==> config.mk <==
export PLATFORM = sky130hd
export DESIGN_NAME = signed_radix_digit_converter_core
export DESIGN_NICKNAME = d
export VERILOG_FILES = /design/src/hw/rtl/srdc_pkg.sv /design/src/hw/rtl/srdc_front.sv /design/src/hw/rtl/srdc_queue.sv /design/src/hw/rtl/srdc_back.sv /design/src/hw/rtl/signed_radix_digit_converter_core.sv
export SDC_FILE = /design/constraint.sdc
export NUM_CORES = 1
export LEC_CHECK = 0
export ABC_AREA = 1
export BUFFER_PORTS_ARGS = -buffer_cell sky130_fd_sc_hd__buf_2
export CAP_MARGIN = 40
export CORE_UTILIZATION = 37
export DETAILED_ROUTE_END_ITERATION = 8
export SLEW_MARGIN = 20
export SYNTH_ARGS = -nofsm -noshare
export SYNTH_HDL_FRONTEND = slang
export SYNTH_SLANG_ARGS = --single-unit
==> constraint.sdc <==
create_clock -name clock -period 4.5 [get_ports clock]
set_clock_uncertainty 0.2 [all_clocks]
set_input_delay 0.225 -clock clock [delete_from_list [all_inputs] [get_ports clock]]
set_output_delay 0.225 -clock clock [all_outputs]
set_load 0.01 [all_outputs]
==> src/hw/rtl/srdc_pkg.sv <==
// shared types, constants and helpers for the signed radix digit converter
`timescale 1ns / 1ps

package srdc_pkg;

   localparam int VALUE_WIDTH    = 32;
   localparam int DECIMAL_DIGITS = 10;

   localparam int BIN_DIGITS = VALUE_WIDTH;
   localparam int OCT_DIGITS = (VALUE_WIDTH + 2) / 3;
   localparam int HEX_DIGITS = (VALUE_WIDTH + 3) / 4;
   localparam int BCD_W      = 4 * DECIMAL_DIGITS;

   // working register holds the widest left-aligned digit string
   localparam int WORK_A = (3 * OCT_DIGITS > 4 * HEX_DIGITS) ? 3 * OCT_DIGITS : 4 * HEX_DIGITS;
   localparam int WORK_B = (WORK_A > VALUE_WIDTH) ? WORK_A : VALUE_WIDTH;
   localparam int WORK_W = (WORK_B > BCD_W) ? WORK_B : BCD_W;

   localparam int BIN_SHIFT = WORK_W - BIN_DIGITS;
   localparam int OCT_SHIFT = WORK_W - 3 * OCT_DIGITS;
   localparam int HEX_SHIFT = WORK_W - 4 * HEX_DIGITS;
   localparam int BCD_SHIFT = WORK_W - BCD_W;

   localparam int MAX_DIGITS = (BIN_DIGITS > DECIMAL_DIGITS) ? BIN_DIGITS : DECIMAL_DIGITS;
   localparam int CNT_W      = $clog2(MAX_DIGITS);
   localparam int BITCNT_W   = $clog2(VALUE_WIDTH);

   localparam logic [CNT_W-1:0] BIN_LAST = CNT_W'(BIN_DIGITS - 1);
   localparam logic [CNT_W-1:0] OCT_LAST = CNT_W'(OCT_DIGITS - 1);
   localparam logic [CNT_W-1:0] HEX_LAST = CNT_W'(HEX_DIGITS - 1);
   localparam logic [CNT_W-1:0] BCD_LAST = CNT_W'(DECIMAL_DIGITS - 1);
   localparam logic [BITCNT_W-1:0] DABBLE_LAST = BITCNT_W'(VALUE_WIDTH - 1);

   localparam int QUEUE_DEPTH = 2;
   localparam int QPTR_W      = (QUEUE_DEPTH > 1) ? $clog2(QUEUE_DEPTH) : 1;
   localparam int QCNT_W      = $clog2(QUEUE_DEPTH + 1);

   // command codes
   localparam logic [2:0] CMD_BIN = 3'd0;
   localparam logic [2:0] CMD_OCT = 3'd1;
   localparam logic [2:0] CMD_HEX = 3'd2;
   localparam logic [2:0] CMD_BCD = 3'd3;
   localparam logic [2:0] CMD_ALL = 3'd4;

   typedef enum logic [1:0] {
      RADIX_BIN = 2'd0,
      RADIX_OCT = 2'd1,
      RADIX_HEX = 2'd2,
      RADIX_BCD = 2'd3
   } radix_type;

   typedef enum logic [1:0] {
      ST_IDLE,
      ST_DABBLE,
      ST_SKIP,
      ST_EMIT
   } back_state_type;

   typedef struct packed {
      logic                   all_radix;
      radix_type              kind;
      logic                   neg;
      logic [VALUE_WIDTH-1:0] mag;
   } queue_entry_type;

   // double dabble correction: add 3 to every digit of 5 or more
   function automatic logic [BCD_W-1:0] bcd_adjust(input logic [BCD_W-1:0] bcd);
      logic [BCD_W-1:0] res;
      res = bcd;
      for (int i = 0; i < DECIMAL_DIGITS; i++) begin
         if (bcd[4*i +: 4] >= 4'd5) begin
            res[4*i +: 4] = bcd[4*i +: 4] + 4'd3;
         end
      end
      return res;
   endfunction

endpackage

==> src/hw/rtl/srdc_front.sv <==
// front end: takes items, splits sign and magnitude, drops unused commands
`timescale 1ns / 1ps

module srdc_front (
   input  logic                      req_valid,
   output logic                      req_stall,
   input  logic [2:0]                req_cmd,
   input  logic signed [31:0]        req_value,
   input  logic                      q_full,
   output logic                      q_push,
   output srdc_pkg::queue_entry_type q_entry
);
   import srdc_pkg::*;

   logic [VALUE_WIDTH-1:0] raw;
   logic                   neg;
   logic                   accept;

   assign raw    = req_value[VALUE_WIDTH-1:0];
   assign neg    = raw[VALUE_WIDTH-1];
   assign accept = req_valid && !q_full;

   assign req_stall = q_full;
   assign q_push    = accept && (req_cmd <= CMD_ALL);

   always_comb begin
      q_entry.all_radix = (req_cmd == CMD_ALL);
      q_entry.neg       = neg;
      q_entry.mag       = neg ? (~raw + VALUE_WIDTH'(1)) : raw;
      case (req_cmd)
         CMD_BIN: q_entry.kind = RADIX_BIN;
         CMD_OCT: q_entry.kind = RADIX_OCT;
         CMD_HEX: q_entry.kind = RADIX_HEX;
         CMD_BCD: q_entry.kind = RADIX_BCD;
         default: q_entry.kind = RADIX_BIN;
      endcase
   end

endmodule

==> src/hw/rtl/srdc_queue.sv <==
// short item queue between front end and converter
`timescale 1ns / 1ps

module srdc_queue (
   input  logic                      clock,
   input  logic                      reset,
   input  logic                      push,
   input  srdc_pkg::queue_entry_type push_entry,
   output logic                      full,
   input  logic                      pop,
   output logic                      head_valid,
   output srdc_pkg::queue_entry_type head_entry
);
   import srdc_pkg::*;

   queue_entry_type    slot_ff [QUEUE_DEPTH];
   logic [QPTR_W-1:0]  wr_ptr_ff, wr_ptr_in;
   logic [QPTR_W-1:0]  rd_ptr_ff, rd_ptr_in;
   logic [QCNT_W-1:0]  count_ff, count_in;
   logic               do_push, do_pop;

   assign full       = (count_ff == QCNT_W'(QUEUE_DEPTH));
   assign head_valid = (count_ff != '0);
   assign head_entry = slot_ff[rd_ptr_ff];
   assign do_push    = push && !full;
   assign do_pop     = pop && head_valid;

   always_comb begin
      wr_ptr_in = wr_ptr_ff;
      rd_ptr_in = rd_ptr_ff;
      count_in  = count_ff;
      if (do_push) begin
         wr_ptr_in = (wr_ptr_ff == QPTR_W'(QUEUE_DEPTH - 1)) ? '0 : wr_ptr_ff + QPTR_W'(1);
      end
      if (do_pop) begin
         rd_ptr_in = (rd_ptr_ff == QPTR_W'(QUEUE_DEPTH - 1)) ? '0 : rd_ptr_ff + QPTR_W'(1);
      end
      if (do_push && !do_pop) begin
         count_in = count_ff + QCNT_W'(1);
      end else if (do_pop && !do_push) begin
         count_in = count_ff - QCNT_W'(1);
      end
   end

   always_ff @(posedge clock) begin
      if (reset) begin
         wr_ptr_ff <= '0;
         rd_ptr_ff <= '0;
         count_ff  <= '0;
      end else begin
         wr_ptr_ff <= wr_ptr_in;
         rd_ptr_ff <= rd_ptr_in;
         count_ff  <= count_in;
      end
   end

   always_ff @(posedge clock) begin
      if (do_push) begin
         slot_ff[wr_ptr_ff] <= push_entry;
      end
   end

endmodule

==> src/hw/rtl/srdc_back.sv <==
// converter back end: double dabble, leading zero skip and digit output
`timescale 1ns / 1ps

module srdc_back (
   input  logic                      clock,
   input  logic                      reset,
   input  logic                      q_valid,
   input  srdc_pkg::queue_entry_type q_entry,
   output logic                      q_pop,
   output logic                      rsp_valid,
   input  logic                      rsp_stall,
   output logic [3:0]                rsp_digit,
   output logic [1:0]                rsp_radix_kind,
   output logic                      rsp_negative,
   output logic                      rsp_number_end,
   output logic                      rsp_last
);
   import srdc_pkg::*;

   localparam int TOP = WORK_W - 1;

   back_state_type         state_ff, state_in;
   radix_type              kind_ff, kind_in;
   logic                   all_ff, all_in;
   logic                   neg_ff, neg_in;
   logic [VALUE_WIDTH-1:0] mag_ff, mag_in;
   logic [VALUE_WIDTH-1:0] dab_ff, dab_in;
   logic [BCD_W-1:0]       bcd_ff, bcd_in;
   logic                   ovf_ff, ovf_in;
   logic [BITCNT_W-1:0]    bitcnt_ff, bitcnt_in;
   logic [WORK_W-1:0]      work_ff, work_in;
   logic [CNT_W-1:0]       cnt_ff, cnt_in;
   logic                   first_ff, first_in;

   logic                   start_idle, start_next, out_take, number_done, more_numbers;
   radix_type              start_kind, next_kind;
   logic [VALUE_WIDTH-1:0] start_mag;
   logic [BCD_W-1:0]       bcd_adj, bcd_shift;
   logic [3:0]             top_digit;
   logic [WORK_W-1:0]      work_step;
   logic                   skip_more;

   // digit at the top of the working register and the one-digit advance
   always_comb begin
      case (kind_ff)
         RADIX_BIN: begin
            top_digit = {3'b000, work_ff[TOP]};
            work_step = work_ff << 1;
         end
         RADIX_OCT: begin
            top_digit = {1'b0, work_ff[TOP -: 3]};
            work_step = work_ff << 3;
         end
         default: begin
            top_digit = work_ff[TOP -: 4];
            work_step = work_ff << 4;
         end
      endcase
   end

   assign bcd_adj   = bcd_adjust(bcd_ff);
   assign bcd_shift = {bcd_adj[BCD_W-2:0], dab_ff[VALUE_WIDTH-1]};

   assign out_take     = (state_ff == ST_EMIT) && !rsp_stall;
   assign number_done  = (cnt_ff == '0);
   assign more_numbers = all_ff && (kind_ff != RADIX_BCD);
   assign next_kind    = radix_type'(kind_ff + 2'd1);
   assign start_idle   = (state_ff == ST_IDLE) && q_valid;
   assign start_next   = out_take && number_done && more_numbers;
   assign start_kind   = start_idle ? q_entry.kind : next_kind;
   assign start_mag    = start_idle ? q_entry.mag : mag_ff;
   // a truncated decimal number keeps its leading zeros
   assign skip_more    = (top_digit == 4'd0) && !number_done &&
                         !((kind_ff == RADIX_BCD) && ovf_ff);

   // next state
   always_comb begin
      state_in = state_ff;
      case (state_ff)
         ST_IDLE: begin
            if (q_valid) begin
               state_in = (q_entry.kind == RADIX_BCD) ? ST_DABBLE : ST_SKIP;
            end
         end
         ST_DABBLE: begin
            if (bitcnt_ff == '0) begin
               state_in = ST_SKIP;
            end
         end
         ST_SKIP: begin
            if (!skip_more) begin
               state_in = ST_EMIT;
            end
         end
         ST_EMIT: begin
            if (out_take && number_done) begin
               if (more_numbers) begin
                  state_in = (next_kind == RADIX_BCD) ? ST_DABBLE : ST_SKIP;
               end else begin
                  state_in = ST_IDLE;
               end
            end
         end
         default: state_in = ST_IDLE;
      endcase
   end

   // outputs
   always_comb begin
      q_pop          = 1'b0;
      rsp_valid      = 1'b0;
      case (state_ff)
         ST_IDLE: q_pop     = q_valid;
         ST_EMIT: rsp_valid = 1'b1;
         default: ;
      endcase
      rsp_digit      = top_digit;
      rsp_radix_kind = kind_ff;
      rsp_negative   = neg_ff && first_ff;
      rsp_number_end = number_done;
      rsp_last       = number_done && !more_numbers;
   end

   // datapath
   always_comb begin
      kind_in   = kind_ff;
      all_in    = all_ff;
      neg_in    = neg_ff;
      mag_in    = mag_ff;
      dab_in    = dab_ff;
      bcd_in    = bcd_ff;
      ovf_in    = ovf_ff;
      bitcnt_in = bitcnt_ff;
      work_in   = work_ff;
      cnt_in    = cnt_ff;
      first_in  = first_ff;

      if (start_idle) begin
         all_in = q_entry.all_radix;
         neg_in = q_entry.neg;
         mag_in = q_entry.mag;
      end

      if (state_ff == ST_DABBLE) begin
         bcd_in    = bcd_shift;
         ovf_in    = ovf_ff | bcd_adj[BCD_W-1];
         dab_in    = dab_ff << 1;
         bitcnt_in = bitcnt_ff - BITCNT_W'(1);
         if (bitcnt_ff == '0) begin
            work_in = WORK_W'(bcd_shift) << BCD_SHIFT;
            cnt_in  = BCD_LAST;
         end
      end

      if (state_ff == ST_SKIP) begin
         if (skip_more) begin
            work_in = work_step;
            cnt_in  = cnt_ff - CNT_W'(1);
         end else begin
            first_in = 1'b1;
         end
      end

      if (out_take) begin
         work_in  = work_step;
         cnt_in   = cnt_ff - CNT_W'(1);
         first_in = 1'b0;
      end

      if (start_idle || start_next) begin
         kind_in = start_kind;
         case (start_kind)
            RADIX_BIN: begin
               work_in = WORK_W'(start_mag) << BIN_SHIFT;
               cnt_in  = BIN_LAST;
            end
            RADIX_OCT: begin
               work_in = WORK_W'(start_mag) << OCT_SHIFT;
               cnt_in  = OCT_LAST;
            end
            RADIX_HEX: begin
               work_in = WORK_W'(start_mag) << HEX_SHIFT;
               cnt_in  = HEX_LAST;
            end
            default: begin
               bcd_in    = '0;
               ovf_in    = 1'b0;
               dab_in    = start_mag;
               bitcnt_in = DABBLE_LAST;
            end
         endcase
      end
   end

   always_ff @(posedge clock) begin
      if (reset) begin
         state_ff <= ST_IDLE;
      end else begin
         state_ff <= state_in;
      end
   end

   always_ff @(posedge clock) begin
      kind_ff   <= kind_in;
      all_ff    <= all_in;
      neg_ff    <= neg_in;
      mag_ff    <= mag_in;
      dab_ff    <= dab_in;
      bcd_ff    <= bcd_in;
      ovf_ff    <= ovf_in;
      bitcnt_ff <= bitcnt_in;
      work_ff   <= work_in;
      cnt_ff    <= cnt_in;
      first_ff  <= first_in;
   end

endmodule

==> src/hw/rtl/signed_radix_digit_converter_core.sv <==
// top level of the signed radix digit converter
`timescale 1ns / 1ps

// path to the first digit: the accepted item is written into the queue, the back end
//   pops it in idle, runs the double dabble loop for decimal, then skips leading zero
//   digit positions before it emits; one digit position per cycle in skip and emit,
//   emission only while rsp_stall is low; the double dabble loop shifts in every bit of
//   the magnitude; items pass through idle; all-radix items run all four radices in turn
// the converter loop in the back end sets the rate; the front takes up to two items ahead
// reset is synchronous, active high; it clears the queue and the converter state
// digit results leave at one per cycle in the emit phase while rsp_stall is low
module signed_radix_digit_converter_core (
   input  logic               clock,
   input  logic               reset,
   input  logic               req_valid,
   output logic               req_stall,
   input  logic [2:0]         req_cmd,
   input  logic signed [31:0] req_value,
   output logic               rsp_valid,
   input  logic               rsp_stall,
   output logic [3:0]         rsp_digit,
   output logic [1:0]         rsp_radix_kind,
   output logic               rsp_negative,
   output logic               rsp_number_end,
   output logic               rsp_last
);
   import srdc_pkg::*;

   // front to queue
   logic            q_full;
   logic            q_push;
   queue_entry_type q_push_entry;

   // queue to back end
   logic            q_head_valid;
   logic            q_pop;
   queue_entry_type q_head_entry;

   // sign and magnitude split, unused commands taken and dropped
   srdc_front u_front (
      .req_valid (req_valid),
      .req_stall (req_stall),
      .req_cmd   (req_cmd),
      .req_value (req_value),
      .q_full    (q_full),
      .q_push    (q_push),
      .q_entry   (q_push_entry)
   );

   // small queue so the front keeps taking items while digits drain
   srdc_queue u_queue (
      .clock      (clock),
      .reset      (reset),
      .push       (q_push),
      .push_entry (q_push_entry),
      .full       (q_full),
      .pop        (q_pop),
      .head_valid (q_head_valid),
      .head_entry (q_head_entry)
   );

   // per number: optional double dabble, leading zero skip, then digit output
   srdc_back u_back (
      .clock          (clock),
      .reset          (reset),
      .q_valid        (q_head_valid),
      .q_entry        (q_head_entry),
      .q_pop          (q_pop),
      .rsp_valid      (rsp_valid),
      .rsp_stall      (rsp_stall),
      .rsp_digit      (rsp_digit),
      .rsp_radix_kind (rsp_radix_kind),
      .rsp_negative   (rsp_negative),
      .rsp_number_end (rsp_number_end),
      .rsp_last       (rsp_last)
   );

endmodule
==> summary by stage, run 1 <==
Status
The flow ran to the end, and the final reports show no timing, DRC or antenna violations.

Floorplanning
50 I/O pins were placed. The number of rows created at floorplan is 68. The overall die width is 189.4 µm. The area of the core is 0.03454 mm². Measured along the y axis, the die boundary spans 189.4 µm. The area enclosed by the die boundary is 0.03587 mm². The initial cell density of the core is 0.3762.

Setup path
The critical path starts at u_back.rsp_radix_kind[0]. The element type at the critical path end is a register. Of all nets on the critical path, the largest fanout is 23.

STA puts the critical path data arrival time at 3.29 ns. The launch point of the worst reg-to-reg path is u_back.rsp_radix_kind[0]. The sort of element at the start of the critical path is a register. The critical path data required time is 4.79 ns. The critical path in this run is classified as reg2reg.

Final layout
The filler cell count in the final layout is 3576. 0 antenna diodes ended up in the layout. In the final layout, flip-flops and latches occupy 0.005545 mm². The net count of the finished layout is 1947. The ratio of cells with drive above 1 in the final layout is 0.08737.

The finished layout holds 2355 standard cells, fillers aside. The area growth from synthesis to layout is 15.30%. The library cells used most frequently in the layout, excluding fill and tap cells, are 537 x sky130_fd_sc_hd__nand2_1, 223 x sky130_fd_sc_hd__inv_1, 172 x sky130_fd_sc_hd__nand3_1.

The library cell used most frequently in the layout, excluding fill and tap cells, is sky130_fd_sc_hd__nand2_1. The area of the multi-input gates is 0.006177 mm².

Placed design
Detailed placement ended at an HPWL of 22.20 mm. Counting tap cells, the placed design contains a total of 2265 instances. The worst slack at placement is 1.559 ns. The count of buffers added on input and output ports is 49. The placer congestion estimate is 0.8771.

STA
The routed design could run at a clock period as short as 2.995 ns. The least setup slack across all paths after layout is 1.505 ns. The number of pins exceeding their max-slew limit in the final report came to 0. The number of hold violations in the final report is 0.

The worst-case headroom to the max-slew limit is 0.4563. The slew at the pin with the worst max-slew slack is 0.8156 ns. Setup violations remaining at the end of the flow were counted as 0. Setup repair after global routing left no endpoint under its margin. The maximum clock frequency is 0.3339 GHz. After routing, the total negative slack on setup checks comes to 0 ns.

Of the available clock period, the critical path in the final layout requires 0.6655.

Route
The count of TritonRoute iterations in the first routing pass is 5. The count of nets left with antenna violations after detail routing is 0. The detailed router placed 11590 vias in this run. The detailed-route vias per instance is 4.923. The routed wirelength normalized by instance count is 13.83 µm.

The number of design-rule violations left by the first detailed-router iteration is 646. The total wire length is 32.58 mm. The detailed-route DRC error count is 0.

Synth
The simple-gate area share of the yosys netlist is 0.2937. The distinct cell type count after synthesis is 49. The total of warnings raised by yosys is 0. The parity-gate share of the synthesized area counting xor and xnor cells is 0.02224. The number of cells produced by synthesis is 1828. Of the total synthesized cell area, the portion taken by full adders, half adders and majority gates is 0.02792. The synthesized net count is 1896. The sequential area share after synthesis is 0.4267. After synthesis the cells add up to 0.01299 mm². The portion of synthesized area spent on multiplexers is 0.001541.

The prevailing post-synth register cell is sky130_fd_sc_hd__dfxtp_1. The synthesized design contains 76 enable-type register cells. The area fraction in compound gates after synthesis was 0.1279. The combinational family with the most area after synthesis is simple AND/OR/NAND/NOR gates. The mean post-synth cell area is 7.109 µm².

In the synthesized netlist the async set-or-reset flop fraction comes to 0. The synthesized design contains 239 register bits.

CTS
TritonCTS built the clock tree. Clock-pin slew was measured on the worst setup and hold paths at 0.06 ns. In this run the number of H-tree levels came out at 1.

Clock tree synthesis found a total of 239 sinks. The number of gates given a new drive strength after cts is 0. Clock latency on the worst-skew pair, taken at its later pin, is 0.54 ns. The tree is rooted in a sky130_fd_sc_hd__clkbuf_16.

TritonCTS created 27 clock buffers. Counting along the longest clock path gives a buffer depth of 3.

Global route
For this run, the total global-route usage over all layers was measured as 0.1821. The initial antenna violation count is 0. Entering global routing, the biggest net connects 76 pins.

The number of global-route vias before repair came to 10930. Summed over all layers, the global routing overflow is 0. The first global-routing pass estimated 54.37 mm of wire.

Power and ir drop
The analysis attributes to cell leakage a power of 6.868 nW. The ratio of total power to cell area is 704.0 mW/mm². The maximum resistive drop on vdd is 0.3459 mV.

Worst hold path
The start point of the worst min-delay path is req_value[31]. The type of the most critical hold path is in2reg.

Flow run
The total of max-cap violations is 0.
[kinds of logic after synthesis]
family	count (synthesis)
buf+inv	321
fa+ha+maj	29
flops	239
simple gates	920
xor+xnor	33
compound gates	284
mux	2
[per-stage QoR]
step | util | cell area (µm²) | hold slack (ns) | power (mW)
2_1_floorplan | - | 13000 | 0.09407 | 7.051
3_3_place_gp | 0.3920 | 13540 | 0.2216 | 8.082
3_5_place_dp | 0.3942 | 13620 | 0.2231 | 8.178
4_1_cts | 0.4332 | 14960 | 0.02008 | 10.58
5_1_grt | 0.4338 | 14980 | 0.04964 | 11.47
6_report | 0.4338 | 14980 | 0.02465 | 10.55
[routing by layer]
layer	track usage	wire length [µm]	vias to the layer above
met1	0.2529	15570	5262
met4	0.03474	476	0
met2	0.3028	14840	291
li1	-	-	6003
met3	0.02280	1689	38
met5	0	0	-
[registers in the layout (all words and copies together), names as in the netlist, named ones only]
signal,flops
u_back.ovf_ff,1
u_back.rsp_radix_kind,2
u_queue.rd_ptr_ff,1
u_back.bcd_ff,40
u_back.first_ff,1
u_back.work_ff,40
u_back.dab_ff,32
u_queue.slot_ff,72
u_queue.count_ff,2
u_back.neg_ff,1
u_back.cnt_ff,5
u_back.bitcnt_ff,5
u_back.mag_ff,32
u_queue.wr_ptr_ff,1
u_back.all_ff,1
u_back.state_ff,2
[worst paths after layout]
path	slack, ns	endpoint	cells past startpoint
setup / recovery	1.51	u_back.work_ff[32]	10
hold / removal	0.02	u_queue.slot_ff[0][32]	1
setup reg to reg	1.51	u_back.work_ff[32]	10
hold reg to reg	0.26	register	1
[report_power, final]
| group | switching [mW] | internal, mW |
|---|---|---|
| combinational | 3.15 | 1.59 |
| sequential | 0.426 | 3.06 |
| clock | 0.886 | 1.44 |
| total | 4.46 | 6.09 |
[synthesized netlist by cell type, types with 4 or more instances]
cell type / n / area (µm²)
sky130_fd_sc_hd__a221oi_1: 8 / 70.07
sky130_fd_sc_hd__xor2_1: 26 / 227.7
sky130_fd_sc_hd__nor2_1: 156 / 585.6
sky130_fd_sc_hd__ha_1: 29 / 362.9
sky130_fd_sc_hd__or2_2: 20 / 125.1
sky130_fd_sc_hd__a21oi_1: 73 / 365.4
sky130_fd_sc_hd__inv_1: 223 / 837.1
sky130_fd_sc_hd__inv_2: 8 / 30.03
sky130_fd_sc_hd__edfxtp_1: 76 / 2282
sky130_fd_sc_hd__nor3_1: 11 / 55.05
sky130_fd_sc_hd__buf_4: 11 / 82.58
sky130_fd_sc_hd__o211ai_1: 17 / 127.6
sky130_fd_sc_hd__o21ai_0: 97 / 485.5
sky130_fd_sc_hd__o22ai_1: 25 / 156.4
sky130_fd_sc_hd__nand4_1: 6 / 37.54
sky130_fd_sc_hd__o31ai_1: 5 / 37.54
sky130_fd_sc_hd__buf_2: 35 / 175.2
sky130_fd_sc_hd__nand2_1: 537 / 2016
sky130_fd_sc_hd__clkbuf_1: 36 / 135.1
sky130_fd_sc_hd__dfxtp_1: 163 / 3263
sky130_fd_sc_hd__o21ai_1: 9 / 45.04
sky130_fd_sc_hd__xnor2_1: 7 / 61.31
sky130_fd_sc_hd__nand2_2: 4 / 25.02
sky130_fd_sc_hd__nand3_1: 172 / 860.8
sky130_fd_sc_hd__a31oi_1: 31 / 193.9
sky130_fd_sc_hd__a211oi_1: 4 / 30.03
[worst max-delay path, stage by stage (launching register included)]
cell and delay, ns:
sky130_fd_sc_hd__edfxtp_1 0.43, sky130_fd_sc_hd__inv_1 0.09, sky130_fd_sc_hd__ha_1 0.19, sky130_fd_sc_hd__buf_4 0.22, sky130_fd_sc_hd__nor2_2 0.53, sky130_fd_sc_hd__clkinv_1 0.66
sky130_fd_sc_hd__o22ai_1 0.33, sky130_fd_sc_hd__a21oi_1 0.07, sky130_fd_sc_hd__nand2_1 0.08, sky130_fd_sc_hd__nand3_1 0.06, sky130_fd_sc_hd__nand2_1 0.07
[cell type report]
cell class	count	share of cell area
Tap cell	455	0.03800
Clock inverter	11	0.01136
Sequential cell	239	0.3701
Timing Repair Buffer	108	0.05679
Clock buffer	39	0.05244
Multi-Input combinational cell	1268	0.4123
Inverter	235	0.05904
[timing repair]
item                      4_1_cts  5_1_grt
hold endpoints to repair       78        0
hold buffers                   39        0
buffers inserted                0        0
Note: power is estimated with default switching activity, not from simulation.
==> run 2, diff against run 1 <==
clock period = 2.8 ns   (was 4.5 ns; I/O delays follow)
==> run 2 against run 1 <==
Clock power is 45% higher. Largest power group unchanged. Non-clock buffer count is 22 higher. Wire length is 3.0% higher.
==> summary by stage, run 2 (synthesized netlist as in run 1, its figures left out) <==
Status
The flow ran to the end, and the final reports show no timing, DRC or antenna violations.

Power and ir drop
The share of total power in the clock network is 0.199. In this run the power density over the cells is 1123 mW/mm². IR analysis of the VDD net gives a maximum drop of 0.5601 mV. Of the total power, the share spent switching nets is 0.4334. The leakage power total is 6.920 nW. The sequential fraction of design power is 0.332.

The design internal power is 9.604 mW. The net switching power is 7.347 mW. The completed layout was analyzed and its total power is 16.95 mW. The share of total power dissipated in combinational logic is 0.469.

Final layout
The net count of the finished layout is 1969. The largest registers in the layout are u_queue.slot_ff x72, u_back.bcd_ff x40, u_back.work_ff x40. The area growth from synthesis to layout is 16.17%.

In the final layout, the share of cells above drive strength 1 is 0.09261. The most common library cell in the layout ignoring fill and taps is sky130_fd_sc_hd__nand2_1. After the flow finishes, the layout carries non-filler instances totaling 2377. The post-layout utilization of the core is 0.4370. 0 antenna diodes ended up in the layout. The register bank with the most flops is u_queue.slot_ff. The number of flip-flops under the largest register name is 72. The top cell types in the final layout, fill and taps aside, are 537 x sky130_fd_sc_hd__nand2_1, 223 x sky130_fd_sc_hd__inv_1, 172 x sky130_fd_sc_hd__nand3_1.

Route
The detailed-route vias per instance is 4.930. The detailed-route DRC error count is 0. The count of TritonRoute iterations in the first routing pass is 5. The routed design has 33.55 mm of wire. After detailed routing, the average wire length per cell comes to 14.12 µm.

The count of nets left with antenna violations once routing finished came out at 0. Detailed routing inserted a total of 11720 vias. The number of design-rule violations left by the first detailed-router iteration is 752.

CTS
Clock tree synthesis found a total of 239 sinks. The number of buffers inserted during clock tree synthesis is 27. No sink is reached through more buffers than the 3 on the longest clock path. CTS built an H-tree with a depth of 1.

The clock latency of the later-clocked register in the worst-skew pair is 0.55 ns. TritonCTS built the clock tree. The clock transition at the registers of the reported paths is 0.06 ns. The buffer cell driving the clock tree root is sky130_fd_sc_hd__clkbuf_16.

Floorplanning
The core region is 0.03454 mm². Measured along the x axis, the die boundary spans 189.4 µm. The floorplan step defined a die boundary enclosing 0.03587 mm². The floorplan has 68 rows.

For this design the top-level I/O count stands at 50. From bottom edge to top edge, the die measures 189.4 µm. The initial utilization of the core area, before any placement, comes to 0.3762.

Setup path
The element type at the critical path end is a register. Traced cell by cell, the critical path runs through inv_1 -> ha_1 -> nor2_2 -> nand2_1 -> nand2_1 -> nor2_2 -> nand4_4 -> buf_12 -> o21ai_0 -> inv_1 -> a21oi_1 -> dlygate4sd3_1. The origin of the worst setup path is u_back.rsp_radix_kind[0].

The critical path in this run is classified as reg2reg. The critical path buffer and inverter count is 4. The maximum fanout along the worst path is 22.

On the critical path, the stage with the largest delay is an instance of sky130_fd_sc_hd__dlygate4sd3_1. For the worst flop-to-flop path, the logic depth is 12. The internal reg-to-reg setup slack is 0.13 ns. At the worst endpoint, the arrival time is 2.96 ns. The timing endpoint of the critical path is u_back.state_ff[1]. STA classifies the critical path startpoint as a register. The worst register-to-register path ends at u_back.state_ff[1].

The number of stages on the worst setup path is 12. The critical path data required time is 3.09 ns. The worst register-to-register path begins at u_back.rsp_radix_kind[0].

The kind of cell adding the most delay to the critical path is buffers and inverters. The largest stage delay on the critical path is 0.56 ns.

STA
Derived from the worst setup path, the maximum achievable clock frequency is 0.3743 GHz. The total of endpoints with negative setup slack in the final report is 0. The post-route clock period utilization is 0.9542. The number of pins exceeding their max-slew limit in the final report was 0. The least setup slack across all paths after layout is 0.1283 ns. The number of hold violations in the final report is 0. Summed over all failing endpoints, the final setup total negative slack is 0 ns. The worst path needs 2.672 ns of the cycle, external delays included. Setup repair after global routing left no endpoint under its margin. The slew at the pin with the worst max-slew slack is 0.7586 ns.

The worst-case headroom to the max-slew limit is 0.4899.

Global route
The number of global-route vias before repair came to 10940. The overflow left after global routing is 0. Entering global routing, the biggest net connects 76 pins. The first global-routing pass estimated 55.02 mm of wire. The initial antenna violation count was 0. For this run, the total global-route usage over all layers was measured as 0.1849.

Placed design
At the placement stage, the worst setup path has a slack of 0.2822 ns. Routability-driven placement finished with a final weighted congestion of 0.8710. Port buffering added 49 buffers.

The post-placement cell count is 2277. The wire-length estimate of the detail-placed layout is 22.66 mm.

Worst hold path
The worst hold path was traced through 2 stages. The type of the most critical hold path is in2reg.

Flow run
The total of max-cap violations is 0.
-- run 2: cell count changes in the layout (fill, tap and decap cells not counted), moves of 4 or more --
cell and change:
sky130_fd_sc_hd__clkbuf_1 +5, sky130_fd_sc_hd__buf_4 +13, sky130_fd_sc_hd__dlygate4sd3_1 +6, sky130_fd_sc_hd__bufinv_16 -4
sky130_fd_sc_hd__buf_12 +4
-- run 2: area by class of cell --
type	instances	area, µm²
clock buffers	42	792.0
fillers	3560	19450
clock inverters	8	52.55
multi-input cells	1268	6193
repair buffers	130	1059
inverters	235	884.6
well taps	455	569.3
flip-flops and latches	239	5545
-- run 2: power groups by stage --
stage / clock (mW) / sequential (mW) / combinational [mW]
2_1_floorplan: 0 / 5.46 / 5.87
3_3_place_gp: 0 / 5.66 / 7.59
3_5_place_dp: 0 / 5.67 / 7.70
4_1_cts: 3.48 / 5.62 / 7.80
5_1_grt: 3.61 / 5.75 / 9.04
6_report: 3.38 / 5.62 / 7.95
-- run 2: worst reg2reg max path: cells and delay by family (launching register included) --
| kind | cells | cell delay, ns |
|---|---|---|
| compound gates | 2 | 0.21 |
| buf+inv | 4 | 0.96 |
| simple gates | 5 | 0.55 |
| flops | 1 | 0.47 |
| fa+ha+maj | 1 | 0.21 |
-- run 2: metrics by stage --
step | area [µm²] | hold WS (ns)
2_1_floorplan | 13000 | 0.009066
3_3_place_gp | 13720 | 0.1369
3_5_place_dp | 13720 | 0.1430
4_1_cts | 15010 | 0.09574
5_1_grt | 15100 | 0.1526
6_report | 15100 | 0.1570
-- run 2: worst min path at each step --
stage                            endpoint  slack (ns)          from
global placement       u_back.state_ff[1]        0.14         reset
CTS                   u_queue.count_ff[0]         0.1         reset
detailed placement     u_back.state_ff[1]        0.14         reset
floorplan              u_back.state_ff[1]       0.009         reset
global route          u_queue.count_ff[0]        0.15         reset
finish              u_queue.slot_ff[0][0]        0.16  req_value[0]
-- run 2: layer usage --
metal | vias up | share of wire | global-route usage
met5 | - | 0 | 0
met4 | 0 | 0.018 | 0.03970
met3 | 50 | 0.046 | 0.02095
met2 | 297 | 0.46 | 0.3107
met1 | 5308 | 0.48 | 0.2540
li1 | 6063 | - | -
-- run 2: repair_timing --
item | CTS | global route
setup endpoints to repair | 0 | 1
gates resized for setup | 0 | 4
hold buffers | 45 | 0
hold endpoints to repair | 80 | 0
setup buffers | 0 | 3
